**src/sv/bmp24_pkg.sv**
```systemverilog
// ----------------------------------------------------------------------------
// bmp24_pkg: shared types and constants for the 24-bit BMP stream writer
// Field widths, header constants, geometry and job records, header byte lookup.
// ----------------------------------------------------------------------------
package bmp24_pkg;

    localparam int CFG_W      = 13;
    localparam int CFG_MAX    = (1 << CFG_W) - 1;
    localparam int CFG_IDX_W  = 4;
    localparam int COMP_W     = 8;
    localparam int OFF_W      = 26;
    localparam int W3_W       = 15;
    localparam int ISIZE_W    = 28;
    localparam int HDR_IDX_W  = 6;

    localparam logic [CFG_IDX_W-1:0] REG_WIDTH  = CFG_IDX_W'(0);
    localparam logic [CFG_IDX_W-1:0] REG_HEIGHT = CFG_IDX_W'(1);

    localparam logic [7:0]  MAGIC_B    = 8'h42;
    localparam logic [7:0]  MAGIC_M    = 8'h4D;
    localparam logic [31:0] HDR_BYTES  = 32'd54;
    localparam logic [31:0] DIB_SIZE   = 32'd40;
    localparam logic [7:0]  PLANES     = 8'd1;
    localparam logic [7:0]  BPP        = 8'd24;
    localparam logic [HDR_IDX_W-1:0] HDR_LAST = HDR_IDX_W'(53);

    // cycles from a config register change until the geometry is valid
    localparam logic [1:0]  GEOM_LATENCY = 2'd3;

    typedef struct packed {
        logic [CFG_W-1:0]   eff_w;
        logic [CFG_W-1:0]   eff_h;
        logic [W3_W-1:0]    w3;
        logic [1:0]         pad;
        logic [W3_W-1:0]    stride;
        logic [ISIZE_W-1:0] isize;
        logic [31:0]        total_bytes;
        logic [OFF_W-1:0]   frame_base;
    } geom_t;

    typedef struct packed {
        logic              hdr;
        logic              has_pad;
        logic [1:0]        pad;
        logic [OFF_W-1:0]  pix_off;
        logic [OFF_W-1:0]  pad_off;
        logic [COMP_W-1:0] red;
        logic [COMP_W-1:0] green;
        logic [COMP_W-1:0] blue;
    } job_t;

    function automatic logic [7:0] hdr_byte(input logic [HDR_IDX_W-1:0] idx,
                                            input geom_t g);
        logic [31:0] w32;
        logic [31:0] h32;
        logic [31:0] s32;
        logic [7:0]  b;
        w32 = 32'(g.eff_w);
        h32 = 32'(g.eff_h);
        s32 = 32'(g.isize);
        unique case (idx)
            6'd0:    b = MAGIC_B;
            6'd1:    b = MAGIC_M;
            6'd2:    b = g.total_bytes[7:0];
            6'd3:    b = g.total_bytes[15:8];
            6'd4:    b = g.total_bytes[23:16];
            6'd5:    b = g.total_bytes[31:24];
            6'd10:   b = HDR_BYTES[7:0];
            6'd14:   b = DIB_SIZE[7:0];
            6'd18:   b = w32[7:0];
            6'd19:   b = w32[15:8];
            6'd20:   b = w32[23:16];
            6'd21:   b = w32[31:24];
            6'd22:   b = h32[7:0];
            6'd23:   b = h32[15:8];
            6'd24:   b = h32[23:16];
            6'd25:   b = h32[31:24];
            6'd26:   b = PLANES;
            6'd28:   b = BPP;
            6'd34:   b = s32[7:0];
            6'd35:   b = s32[15:8];
            6'd36:   b = s32[23:16];
            6'd37:   b = s32[31:24];
            default: b = 8'd0;
        endcase
        return b;
    endfunction

endpackage

```
**src/sv/bmp24_if.sv**
```systemverilog
// ----------------------------------------------------------------------------
// bmp24 channel interfaces
// Pixel input, byte write output and register write channels (valid/ready).
// ----------------------------------------------------------------------------
interface bmp24_pix_if;
    logic                          valid;
    logic                          ready;
    logic [bmp24_pkg::COMP_W-1:0]  red;
    logic [bmp24_pkg::COMP_W-1:0]  green;
    logic [bmp24_pkg::COMP_W-1:0]  blue;

    modport source (output valid, output red, output green, output blue, input ready);
    modport sink   (input valid, input red, input green, input blue, output ready);
endinterface

interface bmp24_wr_if;
    logic                          valid;
    logic                          ready;
    logic [bmp24_pkg::OFF_W-1:0]   byte_offset;
    logic [7:0]                    byte_value;
    logic                          last_of_run;

    modport source (output valid, output byte_offset, output byte_value,
                    output last_of_run, input ready);
    modport sink   (input valid, input byte_offset, input byte_value,
                    input last_of_run, output ready);
endinterface

interface bmp24_cfg_if;
    logic                            valid;
    logic                            ready;
    logic [bmp24_pkg::CFG_IDX_W-1:0] index;
    logic [bmp24_pkg::CFG_W-1:0]     data;

    modport source (output valid, output index, output data, input ready);
    modport sink   (input valid, input index, input data, output ready);
endinterface

```
**src/sv/bmp24_geom.sv**
```systemverilog
// ----------------------------------------------------------------------------
// bmp24_geom: frame geometry
// Clamps the configured size and derives stride, padding, image size and the
// offset of the last file row (top image row), over three register stages.
// ----------------------------------------------------------------------------
module bmp24_geom #(
    parameter int MAX_WIDTH  = 4096,
    parameter int MAX_HEIGHT = 4096
) (
    input  logic                           clk,
    input  logic [bmp24_pkg::CFG_W-1:0]    cfg_width,
    input  logic [bmp24_pkg::CFG_W-1:0]    cfg_height,
    output bmp24_pkg::geom_t               geom
);

    localparam int EFF_W_MAX = (MAX_WIDTH  < bmp24_pkg::CFG_MAX) ? MAX_WIDTH  : bmp24_pkg::CFG_MAX;
    localparam int EFF_H_MAX = (MAX_HEIGHT < bmp24_pkg::CFG_MAX) ? MAX_HEIGHT : bmp24_pkg::CFG_MAX;

    logic [bmp24_pkg::CFG_W-1:0]   eff_w_next, eff_h_next;
    logic [bmp24_pkg::W3_W-1:0]    w3_next, stride_next;
    logic [1:0]                    pad_next;

    logic [bmp24_pkg::CFG_W-1:0]   eff_w_reg, eff_h_reg, hm1_reg;
    logic [bmp24_pkg::W3_W-1:0]    w3_reg, stride_reg;
    logic [1:0]                    pad_reg;
    logic [bmp24_pkg::ISIZE_W-1:0] isize_reg, rows_reg;
    logic [31:0]                   total_bytes_reg;
    logic [bmp24_pkg::OFF_W-1:0]   frame_base_reg;

    always_comb
    begin
        eff_w_next  = (32'(cfg_width)  > 32'(EFF_W_MAX)) ? bmp24_pkg::CFG_W'(EFF_W_MAX)
                                                          : cfg_width;
        eff_h_next  = (32'(cfg_height) > 32'(EFF_H_MAX)) ? bmp24_pkg::CFG_W'(EFF_H_MAX)
                                                          : cfg_height;
        w3_next     = bmp24_pkg::W3_W'(eff_w_next) + (bmp24_pkg::W3_W'(eff_w_next) << 1);
        // pad row to a multiple of four bytes
        pad_next    = 2'(3'd4 - {1'b0, w3_next[1:0]});
        stride_next = w3_next + bmp24_pkg::W3_W'(pad_next);
    end

    always_ff @(posedge clk)
    begin
        eff_w_reg       <= eff_w_next;
        eff_h_reg       <= eff_h_next;
        hm1_reg         <= eff_h_next - bmp24_pkg::CFG_W'(1);
        w3_reg          <= w3_next;
        pad_reg         <= pad_next;
        stride_reg      <= stride_next;
        isize_reg       <= bmp24_pkg::ISIZE_W'(stride_reg) * bmp24_pkg::ISIZE_W'(eff_h_reg);
        rows_reg        <= bmp24_pkg::ISIZE_W'(stride_reg) * bmp24_pkg::ISIZE_W'(hm1_reg);
        total_bytes_reg <= bmp24_pkg::HDR_BYTES + 32'(isize_reg);
        frame_base_reg  <= bmp24_pkg::OFF_W'(bmp24_pkg::HDR_BYTES + 32'(rows_reg));
    end

    always_comb
    begin
        geom.eff_w       = eff_w_reg;
        geom.eff_h       = eff_h_reg;
        geom.w3          = w3_reg;
        geom.pad         = pad_reg;
        geom.stride      = stride_reg;
        geom.isize       = isize_reg;
        geom.total_bytes = total_bytes_reg;
        geom.frame_base  = frame_base_reg;
    end

endmodule

```
**src/sv/bmp24_pos.sv**
```systemverilog
// ----------------------------------------------------------------------------
// bmp24_pos: raster position tracker
// Keeps column, row and current row base; builds the byte job for a pixel.
// ----------------------------------------------------------------------------
module bmp24_pos #(
    parameter int MAX_WIDTH  = 4096,
    parameter int MAX_HEIGHT = 4096
) (
    input  logic                          clk,
    input  logic                          rst_n,
    input  logic                          clear,
    input  logic                          load,
    input  bmp24_pkg::geom_t              geom,
    input  logic [bmp24_pkg::COMP_W-1:0]  red,
    input  logic [bmp24_pkg::COMP_W-1:0]  green,
    input  logic [bmp24_pkg::COMP_W-1:0]  blue,
    output bmp24_pkg::job_t               job
);

    localparam int EFF_W_MAX = (MAX_WIDTH  < bmp24_pkg::CFG_MAX) ? MAX_WIDTH  : bmp24_pkg::CFG_MAX;
    localparam int EFF_H_MAX = (MAX_HEIGHT < bmp24_pkg::CFG_MAX) ? MAX_HEIGHT : bmp24_pkg::CFG_MAX;
    localparam int COL_W     = $clog2(EFF_W_MAX + 1);
    localparam int ROW_W     = $clog2(EFF_H_MAX + 1);
    localparam int CNT_W     = bmp24_pkg::CFG_W + 1;

    logic [COL_W-1:0]              col_reg, col_next;
    logic [ROW_W-1:0]              row_reg, row_next;
    logic [bmp24_pkg::OFF_W-1:0]   row_base_reg, row_base_next;

    logic                          is_hdr, row_end, frame_end;
    logic [bmp24_pkg::OFF_W-1:0]   base;
    logic [bmp24_pkg::W3_W-1:0]    col_ext, col3;
    logic [CNT_W-1:0]              col_inc, row_inc;

    always_comb
    begin
        is_hdr    = (col_reg == '0) && (row_reg == '0);
        base      = is_hdr ? geom.frame_base : row_base_reg;
        col_ext   = bmp24_pkg::W3_W'(col_reg);
        col3      = col_ext + {col_ext[bmp24_pkg::W3_W-2:0], 1'b0};
        col_inc   = CNT_W'(col_reg) + CNT_W'(1);
        row_inc   = CNT_W'(row_reg) + CNT_W'(1);
        row_end   = col_inc >= CNT_W'(geom.eff_w);
        frame_end = row_inc >= CNT_W'(geom.eff_h);

        job.hdr     = is_hdr;
        job.has_pad = row_end && (geom.pad != 2'd0);
        job.pad     = geom.pad;
        job.pix_off = base + bmp24_pkg::OFF_W'(col3);
        job.pad_off = base + bmp24_pkg::OFF_W'(geom.w3);
        job.red     = red;
        job.green   = green;
        job.blue    = blue;

        col_next      = col_reg;
        row_next      = row_reg;
        row_base_next = row_base_reg;
        if (load)
        begin
            if (row_end)
            begin
                col_next = '0;
                if (frame_end)
                begin
                    row_next      = '0;
                    row_base_next = '0;
                end
                else
                begin
                    row_next      = ROW_W'(row_inc);
                    row_base_next = base - bmp24_pkg::OFF_W'(geom.stride);
                end
            end
            else
            begin
                col_next      = COL_W'(col_inc);
                row_base_next = base;
            end
        end
        else if (clear)
        begin
            col_next = '0;
            row_next = '0;
        end
    end

    always_ff @(posedge clk or negedge rst_n)
    begin
        if (!rst_n)
        begin
            col_reg      <= '0;
            row_reg      <= '0;
            row_base_reg <= '0;
        end
        else
        begin
            col_reg      <= col_next;
            row_reg      <= row_next;
            row_base_reg <= row_base_next;
        end
    end

endmodule

```
**src/sv/bmp24_emit.sv**
```systemverilog
// ----------------------------------------------------------------------------
// bmp24_emit: byte sequencer
// Walks one job (header if any, three pixel bytes, row padding if any) one byte
// per cycle into the output register while wr does not stall it.
// ----------------------------------------------------------------------------
module bmp24_emit (
    input  logic              clk,
    input  logic              rst_n,
    input  logic              load,
    input  bmp24_pkg::job_t   job_in,
    input  bmp24_pkg::geom_t  geom,
    output logic              free,
    bmp24_wr_if.source        wr
);

    localparam logic [1:0] PH_HDR = 2'd0;
    localparam logic [1:0] PH_PIX = 2'd1;
    localparam logic [1:0] PH_PAD = 2'd2;

    bmp24_pkg::job_t                 job_reg;
    logic                            job_valid_reg, job_valid_next;
    logic [1:0]                      phase_reg, phase_next;
    logic [bmp24_pkg::HDR_IDX_W-1:0] idx_reg, idx_next;

    logic                            out_valid_reg, out_valid_next;
    logic [bmp24_pkg::OFF_W-1:0]     out_off_reg;
    logic [7:0]                      out_val_reg;
    logic                            out_last_reg;

    logic                            fire;
    logic [bmp24_pkg::OFF_W-1:0]     cur_off;
    logic [7:0]                      cur_val;
    logic                            cur_last;

    always_comb
    begin
        cur_off  = '0;
        cur_val  = 8'd0;
        cur_last = 1'b0;
        unique case (phase_reg)
            PH_HDR:
            begin
                cur_off = bmp24_pkg::OFF_W'(idx_reg);
                cur_val = bmp24_pkg::hdr_byte(idx_reg, geom);
            end
            PH_PIX:
            begin
                cur_off  = job_reg.pix_off + bmp24_pkg::OFF_W'(idx_reg);
                cur_val  = (idx_reg[1:0] == 2'd0) ? job_reg.blue :
                           (idx_reg[1:0] == 2'd1) ? job_reg.green : job_reg.red;
                cur_last = (idx_reg[1:0] == 2'd2) && !job_reg.has_pad;
            end
            PH_PAD:
            begin
                cur_off  = job_reg.pad_off + bmp24_pkg::OFF_W'(idx_reg);
                cur_last = idx_reg[1:0] == (job_reg.pad - 2'd1);
            end
            default:
            begin
                cur_off  = '0;
            end
        endcase

        fire = job_valid_reg && (!out_valid_reg || wr.ready);
        free = !job_valid_reg || (fire && cur_last);

        job_valid_next = job_valid_reg;
        phase_next     = phase_reg;
        idx_next       = idx_reg;
        if (load)
        begin
            job_valid_next = 1'b1;
            phase_next     = job_in.hdr ? PH_HDR : PH_PIX;
            idx_next       = '0;
        end
        else if (fire)
        begin
            if (cur_last)
                job_valid_next = 1'b0;
            else if (phase_reg == PH_HDR && idx_reg == bmp24_pkg::HDR_LAST)
            begin
                phase_next = PH_PIX;
                idx_next   = '0;
            end
            else if (phase_reg == PH_PIX && idx_reg[1:0] == 2'd2)
            begin
                phase_next = PH_PAD;
                idx_next   = '0;
            end
            else
                idx_next = idx_reg + bmp24_pkg::HDR_IDX_W'(1);
        end

        if (fire)
            out_valid_next = 1'b1;
        else if (wr.ready)
            out_valid_next = 1'b0;
        else
            out_valid_next = out_valid_reg;
    end

    always_ff @(posedge clk or negedge rst_n)
    begin
        if (!rst_n)
        begin
            job_valid_reg <= 1'b0;
            phase_reg     <= PH_HDR;
            idx_reg       <= '0;
            out_valid_reg <= 1'b0;
        end
        else
        begin
            job_valid_reg <= job_valid_next;
            phase_reg     <= phase_next;
            idx_reg       <= idx_next;
            out_valid_reg <= out_valid_next;
        end
    end

    always_ff @(posedge clk)
    begin
        if (load)
            job_reg <= job_in;
        if (fire)
        begin
            out_off_reg  <= cur_off;
            out_val_reg  <= cur_val;
            out_last_reg <= cur_last;
        end
    end

    assign wr.valid       = out_valid_reg;
    assign wr.byte_offset = out_off_reg;
    assign wr.byte_value  = out_val_reg;
    assign wr.last_of_run = out_last_reg;

endmodule

```
**src/sv/bmp24_pixel_stream_writer_top.sv**
```systemverilog
// ----------------------------------------------------------------------------
// bmp24_pixel_stream_writer_top: 24-bit BMP byte stream writer
// Turns raster-order RGB pixels into (file offset, byte) writes of a BMP file.
// ----------------------------------------------------------------------------
// Channels: pix takes one RGB pixel per request; wr gives one (byte_offset,
// byte_value, last_of_run) write per request; cfg writes image_width (index 0)
// or image_height (index 1). Any cfg write restarts the frame, unless the
// sequencer loads a buffered pixel in that cycle, so the next pixel is
// preceded by the 54-byte header. Throughput is set by the byte sequencer,
// which emits one byte per cycle while wr does not stall: a pixel gives 3
// bytes, 3 + pad (0..3) at the end of a row, and 54 more on the first pixel
// of a frame. A pixel is buffered in an input register while the previous
// one is still being sent, so pixels stream with no gaps. An accepted pixel
// passes through the input, job and output registers on its way to wr.
// After reset and every cfg write, pix.ready stays low while the frame
// geometry settles through its register stages. cfg.ready is always high.
// If width or height is zero, accepted pixels are dropped without output.
// When wr stalls, the output register holds its byte, the sequencer stops and
// pix.ready drops once the input register is occupied.
// ----------------------------------------------------------------------------
module bmp24_pixel_stream_writer_top #(
    parameter int MAX_WIDTH  = 4096,
    parameter int MAX_HEIGHT = 4096
) (
    input  logic          clk,
    input  logic          rst_n,
    bmp24_pix_if.sink     pix,
    bmp24_wr_if.source    wr,
    bmp24_cfg_if.sink     cfg
);

    logic [bmp24_pkg::CFG_W-1:0]  width_reg, width_next;
    logic [bmp24_pkg::CFG_W-1:0]  height_reg, height_next;
    logic [1:0]                   settle_reg, settle_next;
    logic                         pend_valid_reg, pend_valid_next;
    logic [bmp24_pkg::COMP_W-1:0] pend_red_reg, pend_green_reg, pend_blue_reg;

    bmp24_pkg::geom_t             geom;
    bmp24_pkg::job_t              job;
    logic                         cfg_fire, pix_fire, dim_zero, take, load, free;

    assign cfg.ready = 1'b1;
    assign pix.ready = (settle_reg == 2'd0) && !pend_valid_reg;

    always_comb
    begin
        cfg_fire = cfg.valid && cfg.ready;
        pix_fire = pix.valid && pix.ready;
        dim_zero = (geom.eff_w == '0) || (geom.eff_h == '0);
        take     = pend_valid_reg && (free || dim_zero);
        load     = take && !dim_zero;

        width_next  = width_reg;
        height_next = height_reg;
        if (cfg_fire && cfg.index == bmp24_pkg::REG_WIDTH)
            width_next = cfg.data;
        if (cfg_fire && cfg.index == bmp24_pkg::REG_HEIGHT)
            height_next = cfg.data;

        if (cfg_fire)
            settle_next = bmp24_pkg::GEOM_LATENCY;
        else if (settle_reg != 2'd0)
            settle_next = settle_reg - 2'd1;
        else
            settle_next = settle_reg;

        if (pix_fire)
            pend_valid_next = 1'b1;
        else if (take)
            pend_valid_next = 1'b0;
        else
            pend_valid_next = pend_valid_reg;
    end

    always_ff @(posedge clk or negedge rst_n)
    begin
        if (!rst_n)
        begin
            width_reg      <= '0;
            height_reg     <= '0;
            settle_reg     <= bmp24_pkg::GEOM_LATENCY;
            pend_valid_reg <= 1'b0;
        end
        else
        begin
            width_reg      <= width_next;
            height_reg     <= height_next;
            settle_reg     <= settle_next;
            pend_valid_reg <= pend_valid_next;
        end
    end

    always_ff @(posedge clk)
    begin
        if (pix_fire)
        begin
            pend_red_reg   <= pix.red;
            pend_green_reg <= pix.green;
            pend_blue_reg  <= pix.blue;
        end
    end

    bmp24_geom #(
        .MAX_WIDTH  (MAX_WIDTH),
        .MAX_HEIGHT (MAX_HEIGHT)
    ) u_geom (
        .clk        (clk),
        .cfg_width  (width_reg),
        .cfg_height (height_reg),
        .geom       (geom)
    );

    bmp24_pos #(
        .MAX_WIDTH  (MAX_WIDTH),
        .MAX_HEIGHT (MAX_HEIGHT)
    ) u_pos (
        .clk   (clk),
        .rst_n (rst_n),
        .clear (cfg_fire),
        .load  (load),
        .geom  (geom),
        .red   (pend_red_reg),
        .green (pend_green_reg),
        .blue  (pend_blue_reg),
        .job   (job)
    );

    bmp24_emit u_emit (
        .clk    (clk),
        .rst_n  (rst_n),
        .load   (load),
        .job_in (job),
        .geom   (geom),
        .free   (free),
        .wr     (wr)
    );

endmodule
```
**src/flat_wrapper.sv**
```systemverilog
// flat-port wrapper written by rule: the top's interface ports become plain ports
module bmp24_pixel_stream_writer_top_flat 
#(
    parameter int MAX_WIDTH  = 4096,
    parameter int MAX_HEIGHT = 4096
)
  (clk, rst_n, pix_valid, pix_red, pix_green, pix_blue, pix_ready, wr_valid, wr_byte_offset, wr_byte_value, wr_last_of_run, wr_ready, cfg_valid, cfg_index, cfg_data, cfg_ready);
  bmp24_pix_if pix_i ();
  bmp24_wr_if wr_i ();
  bmp24_cfg_if cfg_i ();
  input  logic clk;
  input  logic rst_n;
  input wire logic [$bits(pix_i.valid)-1:0] pix_valid;
  input wire logic [$bits(pix_i.red)-1:0] pix_red;
  input wire logic [$bits(pix_i.green)-1:0] pix_green;
  input wire logic [$bits(pix_i.blue)-1:0] pix_blue;
  output wire logic [$bits(pix_i.ready)-1:0] pix_ready;
  output wire logic [$bits(wr_i.valid)-1:0] wr_valid;
  output wire logic [$bits(wr_i.byte_offset)-1:0] wr_byte_offset;
  output wire logic [$bits(wr_i.byte_value)-1:0] wr_byte_value;
  output wire logic [$bits(wr_i.last_of_run)-1:0] wr_last_of_run;
  input wire logic [$bits(wr_i.ready)-1:0] wr_ready;
  input wire logic [$bits(cfg_i.valid)-1:0] cfg_valid;
  input wire logic [$bits(cfg_i.index)-1:0] cfg_index;
  input wire logic [$bits(cfg_i.data)-1:0] cfg_data;
  output wire logic [$bits(cfg_i.ready)-1:0] cfg_ready;
  assign pix_i.valid = pix_valid;
  assign pix_i.red = pix_red;
  assign pix_i.green = pix_green;
  assign pix_i.blue = pix_blue;
  assign pix_ready = pix_i.ready;
  assign wr_valid = wr_i.valid;
  assign wr_byte_offset = wr_i.byte_offset;
  assign wr_byte_value = wr_i.byte_value;
  assign wr_last_of_run = wr_i.last_of_run;
  assign wr_i.ready = wr_ready;
  assign cfg_i.valid = cfg_valid;
  assign cfg_i.index = cfg_index;
  assign cfg_i.data = cfg_data;
  assign cfg_ready = cfg_i.ready;
  bmp24_pixel_stream_writer_top #(.MAX_WIDTH(MAX_WIDTH), .MAX_HEIGHT(MAX_HEIGHT)) u_core (.clk(clk), .rst_n(rst_n), .pix(pix_i), .wr(wr_i), .cfg(cfg_i));
endmodule
```
**config.mk**
```make
export PLATFORM = sky130hd
export DESIGN_NAME = bmp24_pixel_stream_writer_top_flat
export DESIGN_NICKNAME = d
export VERILOG_FILES = /design/src/sv/bmp24_pkg.sv /design/src/sv/bmp24_if.sv /design/src/sv/bmp24_geom.sv /design/src/sv/bmp24_pos.sv /design/src/sv/bmp24_emit.sv /design/src/sv/bmp24_pixel_stream_writer_top.sv /design/src/flat_wrapper.sv
export SDC_FILE = /design/constraint.sdc
export NUM_CORES = 2
export LEC_CHECK = 0
export BUFFER_PORTS_ARGS = -buffer_cell sky130_fd_sc_hd__buf_2
export CORE_UTILIZATION = 35
export CTS_BUF_LIST = sky130_fd_sc_hd__clkbuf_2
export CTS_CLUSTER_SIZE = 16
export DETAILED_ROUTE_END_ITERATION = 12
export RECOVER_POWER = 100
export SKIP_CTS_REPAIR_TIMING = 1
export SLEW_MARGIN = 30
export SYNTH_ARGS = -nofsm -noshare
export SYNTH_HDL_FRONTEND = slang
export SYNTH_SLANG_ARGS = --single-unit
```
**constraint.sdc**
```tcl
create_clock -name clk -period 10.35 [get_ports clk]
set_input_delay 1.035 -clock clk [delete_from_list [all_inputs] [get_ports clk]]
set_output_delay 1.035 -clock clk [all_outputs]
set_load 0.02 [all_outputs]
```
[After elaboration in Yosys (flattened, before gate mapping)]
Index checks and enable logic that the tools add are counted.
Storage, ports and cells
  flip-flop bits (word level): 409
  input bits: 46
  output and inout bits: 38
  logic and storage cells: 164
Cells by class
  add/sub/neg operators: 17
  multiply operators: 2
  magnitude comparators: 4
  eq/ne operators: 26
  multiplexer cells: 37
  reductions and logical operators: 44
Operators with widths (count)
  8-bit case mux with 18 select lines: 1
  13-bit 2-to-1 mux: 8
  26-bit 2-to-1 mux: 3
  26-bit case mux with 3 select lines: 1
  26-bit by 15-bit adder with 26-bit output: 2
  26-bit by 6-bit adder with 26-bit output: 2
  13-bit zero test: 4
  6-bit by 5-bit equality test with 1-bit output, second input constant: 6
  13-bit by 14-bit adder with 15-bit output: 2
  6-bit equality test, second input constant: 5
  6-bit 2-to-1 mux: 5
  6-bit by 28-bit adder with 29-bit output, first input constant: 1
  13-bit by 1-bit adder with 14-bit output, second input constant: 2
  14-bit by 13-bit greater-or-equal comparator with 1-bit output: 2
  15-bit by 13-bit multiplier with 28-bit output: 1
  6-bit by 26-bit adder with 26-bit output, first input constant: 1
  13-bit greater-than comparator, second input constant: 2
  15-bit by 13-bit multiplier with 26-bit output: 1
  26-bit by 15-bit subtractor with 26-bit output: 1
  8-bit 2-to-1 mux: 2
  8-bit case mux with 2 select lines: 1
  2-bit nonzero test: 8
  15-bit by 2-bit adder with 15-bit output: 1
  2-bit 2-to-1 mux: 7
  other kinds (25): 61

[Depth between registers and ports, before layout]
  word-level depth: 10
  gate-level depth with buffers: 23
  gate-level depth less buffers: 20

[By module]
From an unflattened synthesis, not the netlist that was laid out.
Unflattened totals
  cell total of the unflattened synthesis: 3442
  area total of the unflattened synthesis: 32952.9 µm²
Modules (own cells, without submodules)
  bmp24_geom: times used 1, cells an instance 1945, area each 17574.4 µm²
  bmp24_pos: times used 1, cells an instance 860, area each 7014.2 µm²
  bmp24_emit: times used 1, cells an instance 527, area each 6386.1 µm²
  bmp24_pixel_stream_writer_top: times used 1, cells an instance 110, area each 1978.1 µm²

[Least setup slack after synthesis]
OpenSTA, ideal clock, no wires.
  path kind: register to register
  start: reg u_core.u_geom.stride_reg[10] in the netlist's numbering
  end: reg u_core.u_geom.isize_reg[26] in the netlist's numbering
  library setup time: 72 ps
  data arrival time: 5496 ps
  required time: 10278 ps
  slack: 4782 ps
  stages on the path, launching flop included: 21
  buffers on the path: 2
  period minus slack after synthesis: 5568 ps
  cells stage by stage: dfxtp_1 -> clkbuf_1 -> clkbuf_1 -> nand2_1 -> fa_1 -> fa_1 -> inv_1 -> fa_1 -> fa_1 -> inv_1 -> fa_1 -> inv_1 -> ha_1 -> a21o_1 -> a21oi_1 -> o21ai_0 -> nor4b_1 -> o31ai_1 -> a221o_1 -> a21oi_1 -> xnor2_1
On the way
  word-level cells in the longest chain between the ends: 1
Ends and longest elaborated chain
  from (decl): RTL line bmp24_geom.sv:24  | logic [bmp24_pkg::W3_W-1:0] w3_reg, stride_reg;
  from (signal assigned): RTL line bmp24_geom.sv:49  | stride_reg <= stride_next;
  15-bit by 13-bit multiplier with 28-bit output: RTL line bmp24_geom.sv:50  | isize_reg <= bmp24_pkg::ISIZE_W'(stride_reg) * bmp24_pkg::ISIZE_W'(eff_h_reg);
  to (signal assigned): RTL line bmp24_geom.sv:50
  to (decl): RTL line bmp24_geom.sv:26  | logic [bmp24_pkg::ISIZE_W-1:0] isize_reg, rows_reg;
No other way between the ends.
A chain may end at the register's enable or synchronous reset.

==> results by group <==
Synthesis
  – Largest family of logic cells by synthesized area: adder cells
  – Synth cell types: 96
  – Syn Inst Count: 3350
  – Post-Synth Adder-Cell Area: 27.6%
  – Post-synthesis mux area share: 2.56%
  – Synth Area in XOR/XNOR: 5.71%
  – Ys flop type: dfxtp_1
  – EDFF count, synth: 138
  – Synth Area in Compound Gates: 10.0%
  – Sequential share of the synthesized area: 31.1%
  – Post-Synth Simple-Gate Area: 16.1%
  – #FFs+latches synth: 401
  – Syn Area/Cell: 9.48 um^2
  – Syn Nets: 3929
  – Fraction of registers with async set or reset after synthesis: 22.7%
  – Warnings, synthesis: 0
  – Mapped cell area: 31800 um^2

CTS
  – CTS tree: built
  – CTS buffer count: 106
  – Max Root-Sink Buffers: 3
  – CTS clk-pin slew, worst paths: 0.09 ns
  – H-tree lvl count: 3
  – Clk sink count: 401
  – CTS root buf: clkbuf_2
  – Clock latency on the worst-skew pair: 1.22 ns

Die
  – Ports: 84
  – Die width: 303 um
  – Rows: 110
  – Die height: 303 um
  – Starting density of the core: 35.3%
  – Core area: 90000 um^2
  – DIE AREA: 92000 um^2

Setup path
  – Worst setup path category: register to register
  – Worst Setup SP: u_core.u_pos.col_reg[10]
  – Worst Setup Start Kind: register
  – FF-to-FF Start: u_core.u_pos.col_reg[10]
  – CP required: 11.26 ns
  – CP max FO: 32
  – Crit end category: register
  – Worst path arrival time: 7.89 ns

Placement
  – Area post-placement: 33400 um^2
  – Dpl cells: 4524
  – Placer Congestion: 0.916
  – Placed wire-length estimate: 65900 um
  – Port Buffer Count: 82

Route
  – Initial drt markers: 1541
  – Antenna viol nets, final: 0
  – Routed WL per cell: 17.7 um
  – # DRC: 0
  – DR vias/cell: 5.07
  – Drt first pass iters: 7
  – Via Count: 24117
  – Routed WL: 84200 um

Hold path
  – Hold Crit Class: input pin to register
  – Worst Hold Launch: pix_red[0]

Final layout
  – Fraction of layout cells with a size suffix above 1: 8.31%
  – Most frequent cells in the layout: 454 x inv_1, 389 x nand2_1, 279 x fa_1
  – Largest register FFs: 79
  – Commonest non-fill, non-tap cell in the layout: inv_1
  – Nets: 4068
  – Area delta synth->final: 9.03%
  – Final non-filler cell area: 34600 um^2
  – Finished Layout Cells: 4754
  – FILL cells: 9155

Timing
  – Least-Margin Pin Slew: 2.63 ns
  – RSZ-0062 raised after global routing: false
  – Fin crit period: 6.98 ns
  – Hold_ws: 0.128 ns
  – Slew HR: -76.4%
  – Achievable Freq: 143 MHz
  – Setup TNS: 0 ns
  – Fin crit share: 67.4%
  – Final hold viol count: 0
  – Clock skew: 0.164 ns
  – Endpoints failing setup: 0
  – Fin. max-slew vios: 355

GRT
  – GR Util met1: 26.2%
  – Vias in the first global route: 23986
  – Largest net degree at the start of global routing: 65
  – Gr ovfl total: 0
  – All-Layer GR Usage: 18.6%
  – First-pass GRT wire length: 133000 um
  – Initial antenna violation count: 5
  – Met3 Usage GRT: 3.46%
  – GRT Max-Usage Layer: met2
  – M2 GR Usage: 29.1%

Status
  – Status: finished, violations left
  – Failing checks: max-capacitance violations, max-slew violations

Job
  – Max-cap violations: 9
[critical path: stages, from the launching register on]
cell	delay, ns
dfrtp_1	0.52
inv_1	0.10
ha_1	0.23
nand4b_1	0.12
nand2b_1	0.17
or3_1	0.12
clkbuf_1	1.51
mux2i_1	0.47
inv_1	0.27
fa_1	0.45
ha_1	0.22
a21o_1	0.18
a21oi_1	0.24
o21bai_1	0.15
o41ai_1	0.51
o21ai_0	0.29
o41ai_1	0.86
nor3_1	0.13
xnor2_1	0.16
[kinds of logic (layout without fill, tap and decap cells)]
family | count (synthesis) | after routing
AO/OA/AOI/OAI | 480 | 480
XOR/XNOR | 207 | 207
adder cells (fa/ha/maj) | 533 | 533
buffers and inverters | 579 | 803
flip-flops | 401 | 401
multiplexers | 74 | 74
other | 2 | 6
AND/OR/NAND/NOR | 1074 | 1074
[synth_stat cells, types with 62 or more instances]
master | count | area share (%)
inv_1 | 454 | 5.4
nand2_1 | 389 | 4.6
fa_1 | 279 | 18
ha_1 | 254 | 10
nor2_1 | 243 | 2.9
dfxtp_1 | 172 | 11
xnor2_1 | 154 | 4.2
edfxtp_1 | 138 | 13
a21oi_1 | 112 | 1.8
and2_1 | 108 | 2.1
o21ai_0 | 103 | 1.6
clkbuf_1 | 97 | 1.1
dfrtp_1 | 89 | 7.0
nor3_1 | 62 | 0.98
[stage by stage]
step / util, % / worst slack, ns
floorplan: - / 4.78
global placement: 37.1 / 3.95
detailed placement: 37.2 / 3.80
CTS: 38.2 / 3.89
global route: 38.5 / 2.77
finish: 38.5 / 3.37
[final cells by class]
class | instances | area, um^2 | share of cell area [%]
flip-flops and latches | 401 | 9870 | 28.5
multi-input cells | 2370 | 19700 | 56.9
repair buffers | 144 | 851 | 2.46
well taps | 1176 | 1470 | 4.25
inverters | 466 | 1750 | 5.05
diodes | 4 | 10.0 | 0.0289
clock buffers | 152 | 761 | 2.20
clock inverters | 41 | 200 | 0.578
[worst paths after layout]
path,end,slack [ns],cells past startpoint
worst max-delay path,u_core.u_emit.job_reg[74],3.37,18
worst min-delay path,u_core.pend_red_reg[0],0.13,1
worst max register to register,u_core.u_emit.job_reg[74],3.37,18
worst min register to register,u_core.u_emit.job_reg[18],0.35,0
max in group asynchronous,u_core.u_pos.row_reg[9],5.19,4
min in group asynchronous,u_core.width_reg[6],0.76,2
[routing by layer]
layer  wire length, um  vias up  part of all wire [%]
met5                13        -                 0.015
met4              2110        2                   2.5
met3              5410      135                   6.4
met2             38100      701                    45
met1             38600    11817                    46
li1                  -    11462                     -
Power is not shown: default switching activity piles up to over one toggle a cycle in this logic, so the estimate is an artifact.
